==> src/rtl/bblru_pkg.sv <==
// bblru_pkg: shared types, codes and defaults for the block-buffer LRU tag table.
// No dependencies; imported by every module under rtl except bblru_ram.
package bblru_pkg;

    localparam int SLOTS_DEF      = 16;
    localparam int STAMP_BITS_DEF = 16;
    localparam int BLOCK_W        = 16;
    localparam int DEVICE_W       = 16;

    localparam logic [1:0] FN_GET           = 2'd0;
    localparam logic [1:0] FN_RELEASE       = 2'd1;
    localparam logic [1:0] FN_RELEASE_DIRTY = 2'd2;
    localparam logic [1:0] FN_IO_DONE       = 2'd3;

    localparam logic [2:0] ST_HIT      = 3'd0;
    localparam logic [2:0] ST_ALLOC    = 3'd1;
    localparam logic [2:0] ST_WAIT     = 3'd2;
    localparam logic [2:0] ST_NOFREE   = 3'd3;
    localparam logic [2:0] ST_VICTIM   = 3'd4;
    localparam logic [2:0] ST_RELEASED = 3'd5;
    localparam logic [2:0] ST_IGNORED  = 3'd6;

    typedef struct packed {
        logic [1:0]          func;
        logic [3:0]          slot;
        logic [BLOCK_W-1:0]  block_number;
        logic [DEVICE_W-1:0] device;
        logic                io_error;
        logic                synchronous;
    } req_t;

    typedef struct packed {
        logic [2:0] status;
        logic [3:0] result_slot;
        logic       data_valid;
        logic       woke_waiter;
    } rsp_t;

    typedef struct packed {
        logic capture;
        logic scan;
        logic get_finish;
        logic rel_finish;
    } cmd_t;

    typedef struct packed {
        logic req_is_get;
        logic scan_done;
        logic out_free;
    } sts_t;

endpackage

==> src/rtl/bblru_ram.sv <==
// bblru_ram: generic single-write, single-read RAM with registered read data.
// No dependencies.
module bblru_ram #(
    parameter int WIDTH = 32,
    parameter int DEPTH = 16
) (
    input  logic                     clk,
    input  logic                     we,
    input  logic [$clog2(DEPTH)-1:0] waddr,
    input  logic [WIDTH-1:0]         wdata,
    input  logic                     re,
    input  logic [$clog2(DEPTH)-1:0] raddr,
    output logic [WIDTH-1:0]         rdata
);

    logic [WIDTH-1:0] mem_reg [DEPTH];
    logic [WIDTH-1:0] rdata_reg;

    always_ff @(posedge clk)
    begin
        if (we)
        begin
            mem_reg[waddr] <= wdata;
        end
        if (re)
        begin
            rdata_reg <= mem_reg[raddr];
        end
    end

    assign rdata = rdata_reg;

endmodule

==> src/rtl/bblru_ctrl.sv <==
// bblru_ctrl: request sequencer for the tag table (idle, scan, finish).
// Depends on bblru_pkg for the command and status structs.
module bblru_ctrl (
    input  logic             clk,
    input  logic             rst_n,
    input  logic             req_valid,
    output logic             req_stall,
    input  bblru_pkg::sts_t  sts,
    output bblru_pkg::cmd_t  cmd
);
    import bblru_pkg::*;

    typedef enum logic [3:0] {
        S_IDLE     = 4'b0001,
        S_SCAN     = 4'b0010,
        S_GET_DONE = 4'b0100,
        S_REL      = 4'b1000
    } state_t;

    state_t state_reg;
    state_t state_next;

    always_comb
    begin
        state_next = state_reg;
        cmd        = '0;
        case (state_reg)
            S_IDLE:
            begin
                if (req_valid)
                begin
                    cmd.capture = 1'b1;
                    state_next  = sts.req_is_get ? S_SCAN : S_REL;
                end
            end
            S_SCAN:
            begin
                cmd.scan = 1'b1;
                if (sts.scan_done)
                begin
                    state_next = S_GET_DONE;
                end
            end
            S_GET_DONE:
            begin
                if (sts.out_free)
                begin
                    cmd.get_finish = 1'b1;
                    state_next     = S_IDLE;
                end
            end
            S_REL:
            begin
                if (sts.out_free)
                begin
                    cmd.rel_finish = 1'b1;
                    state_next     = S_IDLE;
                end
            end
            default:
            begin
                state_next = S_IDLE;
            end
        endcase
    end

    always_ff @(posedge clk or negedge rst_n)
    begin
        if (!rst_n)
        begin
            state_reg <= S_IDLE;
        end
        else
        begin
            state_reg <= state_next;
        end
    end

    assign req_stall = (state_reg != S_IDLE);

endmodule

==> src/rtl/bblru_dp.sv <==
// bblru_dp: slot flags, tag and stamp stores, sequential slot scan, result register.
// Depends on bblru_pkg and bblru_ram.
module bblru_dp #(
    parameter int SLOTS      = bblru_pkg::SLOTS_DEF,
    parameter int STAMP_BITS = bblru_pkg::STAMP_BITS_DEF
) (
    input  logic             clk,
    input  logic             rst_n,
    input  bblru_pkg::req_t  req,
    input  bblru_pkg::cmd_t  cmd,
    output bblru_pkg::sts_t  sts,
    output logic             rsp_valid,
    input  logic             rsp_stall,
    output bblru_pkg::rsp_t  rsp
);
    import bblru_pkg::*;

    localparam int SIDX_W = $clog2(SLOTS);
    localparam int TAG_W  = BLOCK_W + DEVICE_W;
    localparam logic [SIDX_W-1:0] LAST_IDX = SIDX_W'(SLOTS - 1);

    req_t                  req_reg;
    logic [SLOTS-1:0]      busy_reg, busy_next;
    logic [SLOTS-1:0]      waiter_reg, waiter_next;
    logic [SLOTS-1:0]      valid_reg, valid_next;
    logic [SLOTS-1:0]      dirty_reg, dirty_next;
    logic [SLOTS-1:0]      error_reg, error_next;
    logic [SLOTS-1:0]      tag_vld_reg, tag_vld_next;
    logic [SLOTS-1:0]      stamp_vld_reg, stamp_vld_next;
    logic [STAMP_BITS-1:0] stamp_counter_reg, stamp_counter_next;
    logic [STAMP_BITS-1:0] counter_inc;

    logic [SIDX_W-1:0]     rd_idx_reg;
    logic [SIDX_W-1:0]     cmp_idx_reg;
    logic                  rd_active_reg;
    logic                  cmp_vld_reg;
    logic                  hit_reg;
    logic                  found_reg;
    logic [SIDX_W-1:0]     hit_idx_reg;
    logic [SIDX_W-1:0]     pick_idx_reg;
    logic [STAMP_BITS-1:0] pick_stamp_reg;

    rsp_t                  rsp_reg, rsp_next;
    logic                  rsp_valid_reg;
    logic                  load;
    logic                  out_free;

    logic                  rd_en;
    logic                  cmp_live;
    logic [TAG_W-1:0]      tag_rdata;
    logic [STAMP_BITS-1:0] stamp_rdata;
    logic [TAG_W-1:0]      cmp_tag;
    logic [STAMP_BITS-1:0] cmp_stamp;
    logic [TAG_W-1:0]      req_tag;
    logic                  hit_now;
    logic                  better_now;

    logic                  tag_we;
    logic                  stamp_we;
    logic [SIDX_W-1:0]     s_idx;
    logic                  in_range;
    logic                  do_rel;

    // tag and stamp stores; per-slot valid bits make unwritten entries read as zero
    bblru_ram #(.WIDTH(TAG_W), .DEPTH(SLOTS)) u_tag_ram (
        .clk   (clk),
        .we    (tag_we),
        .waddr (pick_idx_reg),
        .wdata (req_tag),
        .re    (rd_en),
        .raddr (rd_idx_reg),
        .rdata (tag_rdata)
    );

    bblru_ram #(.WIDTH(STAMP_BITS), .DEPTH(SLOTS)) u_stamp_ram (
        .clk   (clk),
        .we    (stamp_we),
        .waddr (s_idx),
        .wdata (counter_inc),
        .re    (rd_en),
        .raddr (rd_idx_reg),
        .rdata (stamp_rdata)
    );

    assign req_tag     = {req_reg.block_number, req_reg.device};
    assign rd_en       = cmd.scan && rd_active_reg;
    assign cmp_live    = cmd.scan && cmp_vld_reg;
    assign cmp_tag     = tag_vld_reg[cmp_idx_reg] ? tag_rdata : '0;
    assign cmp_stamp   = stamp_vld_reg[cmp_idx_reg] ? stamp_rdata : '0;
    assign hit_now     = cmp_live && (cmp_tag == req_tag);
    assign better_now  = cmp_live && !hit_now && !busy_reg[cmp_idx_reg]
                         && (!found_reg || (cmp_stamp < pick_stamp_reg));

    assign s_idx       = SIDX_W'(req_reg.slot);
    assign in_range    = 32'(req_reg.slot) < 32'(SLOTS);
    assign do_rel      = (req_reg.func != FN_IO_DONE) || !req_reg.synchronous;
    assign counter_inc = stamp_counter_reg + STAMP_BITS'(1);

    assign out_free       = !rsp_valid_reg || !rsp_stall;
    assign sts.req_is_get = (req.func == FN_GET);
    assign sts.scan_done  = cmp_live && (hit_now || (cmp_idx_reg == LAST_IDX));
    assign sts.out_free   = out_free;

    always_comb
    begin
        busy_next          = busy_reg;
        waiter_next        = waiter_reg;
        valid_next         = valid_reg;
        dirty_next         = dirty_reg;
        error_next         = error_reg;
        tag_vld_next       = tag_vld_reg;
        stamp_vld_next     = stamp_vld_reg;
        stamp_counter_next = stamp_counter_reg;
        rsp_next           = rsp_reg;
        load               = 1'b0;
        tag_we             = 1'b0;
        stamp_we           = 1'b0;

        if (cmd.get_finish)
        begin
            load                 = 1'b1;
            rsp_next.woke_waiter = 1'b0;
            if (hit_reg)
            begin
                rsp_next.result_slot = 4'(hit_idx_reg);
                rsp_next.data_valid  = valid_reg[hit_idx_reg] && !error_reg[hit_idx_reg];
                if (busy_reg[hit_idx_reg])
                begin
                    waiter_next[hit_idx_reg] = 1'b1;
                    rsp_next.status          = ST_WAIT;
                end
                else
                begin
                    busy_next[hit_idx_reg] = 1'b1;
                    rsp_next.status        = ST_HIT;
                end
            end
            else if (found_reg)
            begin
                busy_next[pick_idx_reg] = 1'b1;
                rsp_next.result_slot    = 4'(pick_idx_reg);
                if (dirty_reg[pick_idx_reg])
                begin
                    rsp_next.status     = ST_VICTIM;
                    rsp_next.data_valid = valid_reg[pick_idx_reg] && !error_reg[pick_idx_reg];
                end
                else
                begin
                    tag_we                     = 1'b1;
                    tag_vld_next[pick_idx_reg] = 1'b1;
                    valid_next[pick_idx_reg]   = 1'b0;
                    rsp_next.status            = ST_ALLOC;
                    rsp_next.data_valid        = 1'b0;
                end
            end
            else
            begin
                rsp_next.status      = ST_NOFREE;
                rsp_next.result_slot = '0;
                rsp_next.data_valid  = 1'b0;
            end
        end

        if (cmd.rel_finish)
        begin
            load                 = 1'b1;
            rsp_next.status      = ST_IGNORED;
            rsp_next.result_slot = req_reg.slot;
            rsp_next.data_valid  = 1'b0;
            rsp_next.woke_waiter = 1'b0;
            if (in_range)
            begin
                case (req_reg.func)
                    FN_RELEASE_DIRTY:
                    begin
                        dirty_next[s_idx] = 1'b1;
                        valid_next[s_idx] = 1'b1;
                    end
                    FN_IO_DONE:
                    begin
                        valid_next[s_idx] = 1'b1;
                        dirty_next[s_idx] = 1'b0;
                        error_next[s_idx] = req_reg.io_error;
                    end
                    default:
                    begin
                    end
                endcase
                if (do_rel && busy_reg[s_idx])
                begin
                    rsp_next.woke_waiter = waiter_reg[s_idx];
                    rsp_next.status      = ST_RELEASED;
                    busy_next[s_idx]     = 1'b0;
                    waiter_next[s_idx]   = 1'b0;
                    stamp_counter_next   = counter_inc;
                    // counter wrapped: every stamp reads as zero again
                    if (counter_inc == '0)
                    begin
                        stamp_vld_next = '0;
                    end
                    stamp_vld_next[s_idx] = 1'b1;
                    stamp_we              = 1'b1;
                end
                rsp_next.data_valid = valid_next[s_idx] && !error_next[s_idx];
            end
        end
    end

    always_ff @(posedge clk or negedge rst_n)
    begin
        if (!rst_n)
        begin
            busy_reg          <= '0;
            waiter_reg        <= '0;
            valid_reg         <= '0;
            dirty_reg         <= '0;
            error_reg         <= '0;
            tag_vld_reg       <= '0;
            stamp_vld_reg     <= '0;
            stamp_counter_reg <= '0;
            rd_idx_reg        <= '0;
            rd_active_reg     <= 1'b0;
            cmp_vld_reg       <= 1'b0;
            hit_reg           <= 1'b0;
            found_reg         <= 1'b0;
            rsp_valid_reg     <= 1'b0;
        end
        else
        begin
            busy_reg          <= busy_next;
            waiter_reg        <= waiter_next;
            valid_reg         <= valid_next;
            dirty_reg         <= dirty_next;
            error_reg         <= error_next;
            tag_vld_reg       <= tag_vld_next;
            stamp_vld_reg     <= stamp_vld_next;
            stamp_counter_reg <= stamp_counter_next;

            if (cmd.capture)
            begin
                rd_idx_reg    <= '0;
                rd_active_reg <= 1'b1;
                cmp_vld_reg   <= 1'b0;
                hit_reg       <= 1'b0;
                found_reg     <= 1'b0;
            end
            else
            begin
                cmp_vld_reg <= rd_en;
                if (rd_en)
                begin
                    if (rd_idx_reg == LAST_IDX)
                    begin
                        rd_active_reg <= 1'b0;
                    end
                    else
                    begin
                        rd_idx_reg <= rd_idx_reg + SIDX_W'(1);
                    end
                end
                if (hit_now)
                begin
                    hit_reg <= 1'b1;
                end
                if (better_now)
                begin
                    found_reg <= 1'b1;
                end
            end

            if (load)
            begin
                rsp_valid_reg <= 1'b1;
            end
            else if (!rsp_stall)
            begin
                rsp_valid_reg <= 1'b0;
            end
        end
    end

    always_ff @(posedge clk)
    begin
        if (cmd.capture)
        begin
            req_reg <= req;
        end
        if (rd_en)
        begin
            cmp_idx_reg <= rd_idx_reg;
        end
        if (hit_now)
        begin
            hit_idx_reg <= cmp_idx_reg;
        end
        if (better_now)
        begin
            pick_idx_reg   <= cmp_idx_reg;
            pick_stamp_reg <= cmp_stamp;
        end
        if (load)
        begin
            rsp_reg <= rsp_next;
        end
    end

    assign rsp_valid = rsp_valid_reg;
    assign rsp       = rsp_reg;

    a_cmp_follows_scan: assert property (@(posedge clk) disable iff (!rst_n)
        cmp_vld_reg |-> $past(cmd.scan))
        else $error("compare stage valid without a read issued");

    a_load_when_free: assert property (@(posedge clk) disable iff (!rst_n)
        (cmd.get_finish || cmd.rel_finish) |-> out_free)
        else $error("result loaded over a word not yet taken");

    a_counter_only_on_release: assert property (@(posedge clk) disable iff (!rst_n)
        !cmd.rel_finish |=> $stable(stamp_counter_reg))
        else $error("stamp counter moved outside a release");

    a_busy_only_on_finish: assert property (@(posedge clk) disable iff (!rst_n)
        !(cmd.get_finish || cmd.rel_finish) |=> $stable(busy_reg))
        else $error("busy flags changed outside a finish step");

endmodule

==> src/rtl/block_buffer_cache_lru_core.sv <==
// Block-buffer LRU tag table: get scans the slots one per cycle through the tag and
// stamp RAM read ports, stopping early on a hit; release, release dirty and io done
// skip the scan. A new request is accepted only after the previous one has finished.
// The result sits in an output register; a new word is accepted while it waits.
// Reset (rst_n low, asynchronous) clears all flags, the stamp counter and the per-slot
// valid bits, so every tag and stamp reads as zero at once; no clearing pass.
module block_buffer_cache_lru_core #(
    parameter int SLOTS      = bblru_pkg::SLOTS_DEF,
    parameter int STAMP_BITS = bblru_pkg::STAMP_BITS_DEF
) (
    input  logic             clk,
    input  logic             rst_n,
    input  logic             req_valid,
    output logic             req_stall,
    input  bblru_pkg::req_t  req,
    output logic             rsp_valid,
    input  logic             rsp_stall,
    output bblru_pkg::rsp_t  rsp
);
    import bblru_pkg::*;

    cmd_t cmd;
    sts_t sts;

    bblru_ctrl u_ctrl (
        .clk       (clk),
        .rst_n     (rst_n),
        .req_valid (req_valid),
        .req_stall (req_stall),
        .sts       (sts),
        .cmd       (cmd)
    );

    bblru_dp #(
        .SLOTS      (SLOTS),
        .STAMP_BITS (STAMP_BITS)
    ) u_dp (
        .clk       (clk),
        .rst_n     (rst_n),
        .req       (req),
        .cmd       (cmd),
        .sts       (sts),
        .rsp_valid (rsp_valid),
        .rsp_stall (rsp_stall),
        .rsp       (rsp)
    );

endmodule

==> config.mk <==
export PLATFORM = sky130hd
export DESIGN_NAME = block_buffer_cache_lru_core
export DESIGN_NICKNAME = d
export VERILOG_FILES = /design/src/rtl/bblru_pkg.sv /design/src/rtl/bblru_ram.sv /design/src/rtl/bblru_ctrl.sv /design/src/rtl/bblru_dp.sv /design/src/rtl/block_buffer_cache_lru_core.sv
export SDC_FILE = /design/constraint.sdc
export NUM_CORES = 1
export LEC_CHECK = 0
export BUFFER_PORTS_ARGS = -buffer_cell sky130_fd_sc_hd__buf_2
export CORE_AREA = 2 2 261 263
export DETAILED_ROUTE_END_ITERATION = 8
export DIE_AREA = 0 0 263 265
export GPL_ROUTABILITY_DRIVEN = 0
export PLACE_DENSITY_LB_ADDON = 0.12
export SLEW_MARGIN = 30
export SYNTH_ARGS = -nofsm -noshare
export SYNTH_HDL_FRONTEND = slang
export SYNTH_SLANG_ARGS = --single-unit
==> constraint.sdc <==
create_clock -name clk -period 6.65 [get_ports clk]
set_input_delay 1.33 -clock clk [delete_from_list [all_inputs] [get_ports clk]]
set_output_delay 1.33 -clock clk [all_outputs]
set_load 0.02 [all_outputs]
==> results of run 1 <==
## final cells by class
cell class,instances,area share
tap,873,0.0235
multi-input combinational,1044,0.234
antenna,1,0.0000539
inverter,42,0.00412
sequential,1034,0.654
clock inverter,46,0.00938
clock buffer,144,0.0610
timing repair buffer,92,0.0138
## stage by stage
step / total power (W) / setup slack, ps
after floorplan: 0.00917 / 1520
after global placement: 0.00973 / 1970
after detailed placement: 0.00978 / 1770
after CTS: 0.0153 / 1730
after global routing: 0.0157 / 1630
final: 0.0152 / 1920
## routing by layer
layer / track usage / vias up
met1: 0.386 / 11451
met3: 0.0431 / 207
met2: 0.470 / 994
li1: - / 9158
met5: 0 / -
met4: 0.0896 / 0
## worst paths after layout
| path | startpoint | endpoint | slack, ps |
|---|---|---|---|
| max | u_dp.cmp_idx_reg[0]$_DFFE_PP_ | u_dp.pick_stamp_reg[0]$_DFFE_PP_ | 1920 |
| min | u_dp.tag_vld_reg[11]$_DFFE_PN0P_ | u_dp.tag_vld_reg[11]$_DFFE_PN0P_ | 460 |
| max reg2reg | u_dp.cmp_idx_reg[0]$_DFFE_PP_ | u_dp.pick_stamp_reg[0]$_DFFE_PP_ | 1920 |
| min reg2reg | u_dp.tag_vld_reg[11]$_DFFE_PN0P_ | u_dp.tag_vld_reg[11]$_DFFE_PN0P_ | 460 |
| max in group asynchronous | rst_n | u_dp.rd_idx_reg[1]$_DFFE_PN0P_ | 4550 |
| min in group asynchronous | rst_n | asynchronous set/reset pin | 730 |
## cell families after synthesis
kind of cell / count (synthesis)
XOR/XNOR: 51
AO/OA/AOI/OAI: 278
buffers and inverters: 157
AND/OR/NAND/NOR: 409
multiplexers: 289
adder cells (fa/ha/maj): 17
flip-flops: 1034
## cell usage in the layout (no fill, tap or decap), types with 7 or more instances in the layout
master and instances:
clkbuf_8 10, nor3_1 19, nor2_2 17, nand4_1 11, a21oi_1 59, nor2b_1 11, inv_1 25, xor2_2 9
clkbuf_16 103, buf_4 32, mux4_2 273, mux2_2 8, o22ai_1 21, inv_4 12, bufinv_16 7, or2_2 8
nor2_1 112, nand3b_1 11, a21o_1 26, mux2i_1 8, clkbuf_1 31, clkinv_1 13, buf_2 53, xnor2_1 33
and2_1 20, a31oi_1 17, nand3_1 31, o31ai_1 19, a211oi_1 11, ha_1 17, dfrtp_1 136, o21ai_0 82
nor3b_1 8, edfxtp_1 893, nand2b_1 30, clkinv_2 24, and3_1 7, nand2_1 101
## power by group through the flow
| stage | Sequential, W | Clock [W] | Combinational, W |
|---|---|---|---|
| finish | 0.00788 | 0.00561 | 0.00175 |
| global route | 0.00792 | 0.00594 | 0.00189 |
| CTS | 0.00787 | 0.00568 | 0.00178 |
| detailed placement | 0.00801 | 0 | 0.00177 |
| global placement | 0.00798 | 0 | 0.00175 |
| floorplan | 0.00776 | 0 | 0.00140 |
## worst register-to-register path: stages, from the launching register on
cell and delay (ps):
edfxtp_1 900, mux4_2 610, mux4_2 630, and2_1 250, ha_1 320, a21o_1 160, a21o_1 160, a21oi_1 130
o21ai_0 130, a221oi_2 780, buf_4 350
==> out/metrics.cfg, run 1 <==
[final_layout]
fill_cells=4205
final_cell_count_no_fill=3276
largest_register_ff_count=512
final_cell_area_um2=46400
final_core_util=0.695
synthToLayoutAreaGrowth_pct=11.4
final_layout_size_suffix_gt1_frac=0.246
seq_area_um2=30400
layout.nets=2376
multiInputGateArea_um2=10900

[pwr]
ir_drop_mv=0.274
static-leakage-power_nw=16.2
share_seq_of_total_power=0.517
power_report.internal_total_w=0.0115
power.density_nw_per_um2=328
clock_power_share=0.368
net_sw_frac=0.243
switching_power_w=0.00371
p_comb_frac=0.115

[synthesis]
dominantRegCellSynth=edfxtp_1
synth.area.top_cells=edfxtp_1 64%, mux4_2 15%, dfrtp_1 8.4%
synth-seq-area-share=0.728
synth-seq-cells=1034
synthXorXnorAreaFrac=0.0109
synth_most_common_cell=edfxtp_1
synth_top_family_by_area=multiplexers
ys_types=60
synth.largest_area_cell=edfxtp_1
synth_nets=2296
synth_area_per_cell_um2=18.6
yosys_warnings=0
synth-async-reset-ratio=0.136
muxShareOfSynthArea=0.152
count_of_flip_flops_with_a_built_in_enable_after_synthesis=893
synth_commonest_cells=893 x edfxtp_1, 273 x mux4_2, 140 x dfrtp_1, 129 x nor2_1, 101 x nand2_1
synth-adder-area-share=0.00510
yosys.area_share.simple=0.0478
syn_inst=2235
synth_largest_type_area_fraction=0.644
netlist_area_um2=41700
synth_compound_gate_area_share=0.0417

[worst_setup_path]
reg2regPathDepth=10
timing.critical_path.to_type=register
max_stage_delay_cell_worst_path=edfxtp_1
critPathTopFamily=compound AO/OA/AOI/OAI gates
crit_cells=10
crit_path_max_incr_delay_ps=900
crit_chain=mux4_2, mux4_2, and2_1, ha_1, a21o_1, a21o_1, a21oi_1, o21ai_0, a221oi_2, buf_4
timing.critical_path.arrival_ps=5080
crit_buf_inv=1
crit_fanout=17
setup.worst_path.start_class=register
worst_ep_required_time_ps=7000
crit_type=reg2reg

[floorplanning]
fp.dieArea_um2=69700
die-width_um=263
pin_count=55
fp.dieH_um=265
initial_core_util=0.624
num_rows=95
core_um2=66800

[placed_design]
dp_hpwl_mm=53.1
placed_area_um2=43100
buffer_ports.inserted=54
placed_cells_incl_taps=3084

[timing]
report.final.slew_viol_count=0
fin_crit_sh=0.712
finalSetupViolCount=0
finalWorstPathRequiredPeriod_ps=4730
max_clock_freq_mhz=211
slew_headroom=0.344
skew_ps=21.4
timing.hold.ws_ps=464
worst_margin_slew_ps=982
rsz0062_at_grt=false
timing.final.hold_violations=0
setup_tns_ps=0

[min_path]
min_delay_path_depth=1
worstHoldPathType=reg2reg

[detailed_routing]
dr_wl_met2_mm=48.3
drt-initial-drc-count=2561
viasPerCell=6.66
highest_layer=met4
wirelength_mm=94.5
route.antenna.remaining_nets=0
detail_route.first_pass.iterations=6
post_drt_wl_per_cell_um=28.8
num_vias=21810
wl_met3_mm=6.64
residual_drc_count=0
wl_met1_mm=36.8

[cts]
quantity_of_gates_resized_following_cts=0
clock_sinks=1034
tritoncts=done
clock_tree.root_cell=clkbuf_16
cts.reportedPaths.clkPinSlew_ps=60
numCtsBuffers=101
clockBufferDepth=3
clock_tree.htree_level_count=3
worstSkewPairLatency_ps=660
ctsHoldBuffers=0
post-cts-setup-buffers=0

[grt]
global_route_wire_length_before_repair_mm=144
grt_antenna_before_repair=1
overflow=0
overall_fraction_of_global_route_tracks_in_use=0.280
first_global_vias=22585
grt_max_degree=162

[run]
drv.max_cap_violation_count=0

[outcome]
run_status=finished, final reports clean

(Power assumes the default switching activity.)
==> inputs of run 2 (changes only) <==
clock period = 4.83 ns   (was 6.65 ns; I/O delays follow)
==> out/metrics.cfg, run 2 (synthesized netlist as in run 1, its figures left out) <==
[cts]
cts.reportedPaths.clkPinSlew_ps=60  ; about the same
clock_sinks=1034  ; unchanged
ctsHoldBuffers=0  ; unchanged
clock_tree.htree_level_count=3  ; unchanged
numCtsBuffers=102  ; +0.99%
clockBufferDepth=3  ; unchanged
worstSkewPairLatency_ps=660  ; about the same
tritoncts=done
clock_tree.root_cell=clkbuf_16
quantity_of_gates_resized_following_cts=0  ; unchanged
post-cts-setup-buffers=0  ; unchanged

[outcome]
run_status=finished, final reports clean

[worst_setup_path]
crit_buf_inv=2  ; +1
crit_fanout=18  ; +1
crit_chain=mux4_2, nand2b_1, a2bb2oi_1, buf_4, and2_1, o21ai_0, a2111oi_0, nand4_1, o21ai_0, a221oi_2, buf_4
worst_ep_required_time_ps=5210  ; -1790 ps
timing.critical_path.arrival_ps=4730  ; -350 ps
crit_path_max_incr_delay_ps=750  ; -150 ps
crit_type=reg2reg
setup.worst_path.start_class=register
critPathTopFamily=compound AO/OA/AOI/OAI gates
max_stage_delay_cell_worst_path=edfxtp_1
timing.critical_path.to_type=register

[timing]
skew_ps=26.2  ; +4.71 ps
report.final.slew_viol_count=0  ; unchanged
finalSetupViolCount=0  ; unchanged
worst_margin_slew_ps=1000  ; +18.0 ps
max_clock_freq_mhz=230  ; +8.7%
rsz0062_at_grt=false
timing.hold.ws_ps=353  ; -111 ps
timing.final.hold_violations=0  ; unchanged
finalWorstPathRequiredPeriod_ps=4350  ; -380 ps
setup_tns_ps=0  ; unchanged
slew_headroom=0.333  ; -0.0110
fin_crit_sh=0.901  ; +0.189

[pwr]
power.density_nw_per_um2=453  ; +38%
ir_drop_mv=0.424  ; +55%
totalPowerFinal_w=0.0211  ; +39%
static-leakage-power_nw=16.4  ; +0.91%

[detailed_routing]
drt-initial-drc-count=2727  ; +6.5%
route.antenna.remaining_nets=0  ; unchanged
residual_drc_count=0  ; unchanged
viasPerCell=6.60  ; -0.93%
num_vias=21792  ; -0.083%
detail_route.first_pass.iterations=6  ; unchanged
post_drt_wl_per_cell_um=28.8  ; -0.27%
wirelength_mm=95.0  ; +0.58%

[floorplanning]
initial_core_util=0.624  ; unchanged
core_um2=66800  ; unchanged
fp.dieH_um=265  ; unchanged
num_rows=95  ; unchanged
pin_count=55  ; unchanged
die-width_um=263  ; unchanged
fp.dieArea_um2=69700  ; unchanged

[final_layout]
fill_cells=4130  ; -1.8%
layout_commonest_cell=edfxtp_1
layout.nets=2409  ; +1.4%
final_cell_count_no_fill=3304  ; +0.85%
largest_register_ff_count=512  ; unchanged
antennaDiodeCount=0  ; -1
synthToLayoutAreaGrowth_pct=11.9
mostFrequentLayoutCells=893 x edfxtp_1, 273 x mux4_2, 136 x dfrtp_1
final_layout_size_suffix_gt1_frac=0.254  ; +0.00776

[grt]
grt_max_degree=93  ; -43%
overall_fraction_of_global_route_tracks_in_use=0.279  ; -0.000815
overflow=0  ; unchanged
global_route_wire_length_before_repair_mm=143  ; -0.38%
first_global_vias=22409  ; -0.78%
grt_antenna_before_repair=1  ; unchanged

[placed_design]
placed_cells_incl_taps=3116  ; +1.0%
buffer_ports.inserted=54  ; unchanged
dp_hpwl_mm=56.1  ; +5.7%

[min_path]
worstHoldPathType=in2async

[run]
drv.max_cap_violation_count=0  ; unchanged

## run 2: layout make-up
| class | count | area [µm²] | area share |
|---|---|---|---|
| flip-flops and latches | 1034 | 30400 | 0.651 |
| clock inverters | 53 | 515 | 0.0111 |
| well taps | 873 | 1090 | 0.0234 |
| repair buffers | 124 | 885 | 0.0190 |
| inverters | 42 | 159 | 0.00341 |
| multi-input cells | 1044 | 10900 | 0.233 |
| clock buffers | 134 | 2760 | 0.0591 |
## run 2: where the power goes
group,internal (W),total [W],switching (W)
combinational,0.00125,0.00255,0.00130
clock,0.00444,0.00774,0.00330
sequential,0.0102,0.0108,0.000584
## run 2: path summary, 6_finish.rpt
check | from | end | slack [ps] | cells past startpoint
max in group asynchronous | rst_n | u_dp.busy_reg[4]$_DFF_PN0_ | 3430 | 2
worst min register to register | u_dp.tag_vld_reg[11]$_DFFE_PN0P_ | u_dp.tag_vld_reg[11]$_DFFE_PN0P_ | 460 | 1
worst max register to register | u_dp.cmp_idx_reg[1]$_DFFE_PP_ | u_dp.pick_stamp_reg[5]$_DFFE_PP_ | 480 | 11
worst min-delay path | rst_n | asynchronous set/reset pin | 350 | 1
min in group clk | u_dp.tag_vld_reg[11]$_DFFE_PN0P_ | u_dp.tag_vld_reg[11]$_DFFE_PN0P_ | 460 | 1
worst max-delay path | u_dp.cmp_idx_reg[1]$_DFFE_PP_ | u_dp.pick_stamp_reg[5]$_DFFE_PP_ | 480 | 11
## run 2: metrics by stage
step	instance area, µm²	utilization	setup WS (ps)
after floorplan	41700	-	352
after global placement	43200	0.647	732
after detailed placement	43300	0.647	635
after CTS	46500	0.696	573
after global routing	46600	0.698	178
final	46600	0.698	476
## run 2: worst register-to-register path, cell delays in order (launching register included)
cell	delay [ps]
edfxtp_1	750
mux4_2	590
nand2b_1	150
a2bb2oi_1	170
buf_4	230
and2_1	460
o21ai_0	180
a2111oi_0	470
nand4_1	320
o21ai_0	400
a221oi_2	100
buf_4	240
## run 2: routing by layer
metal | share of wire | GRT usage
met3 | 0.074 | 0.0478
met1 | 0.39 | 0.383
met2 | 0.51 | 0.470
met4 | 0.027 | 0.0812
met5 | 0.000074 | 0
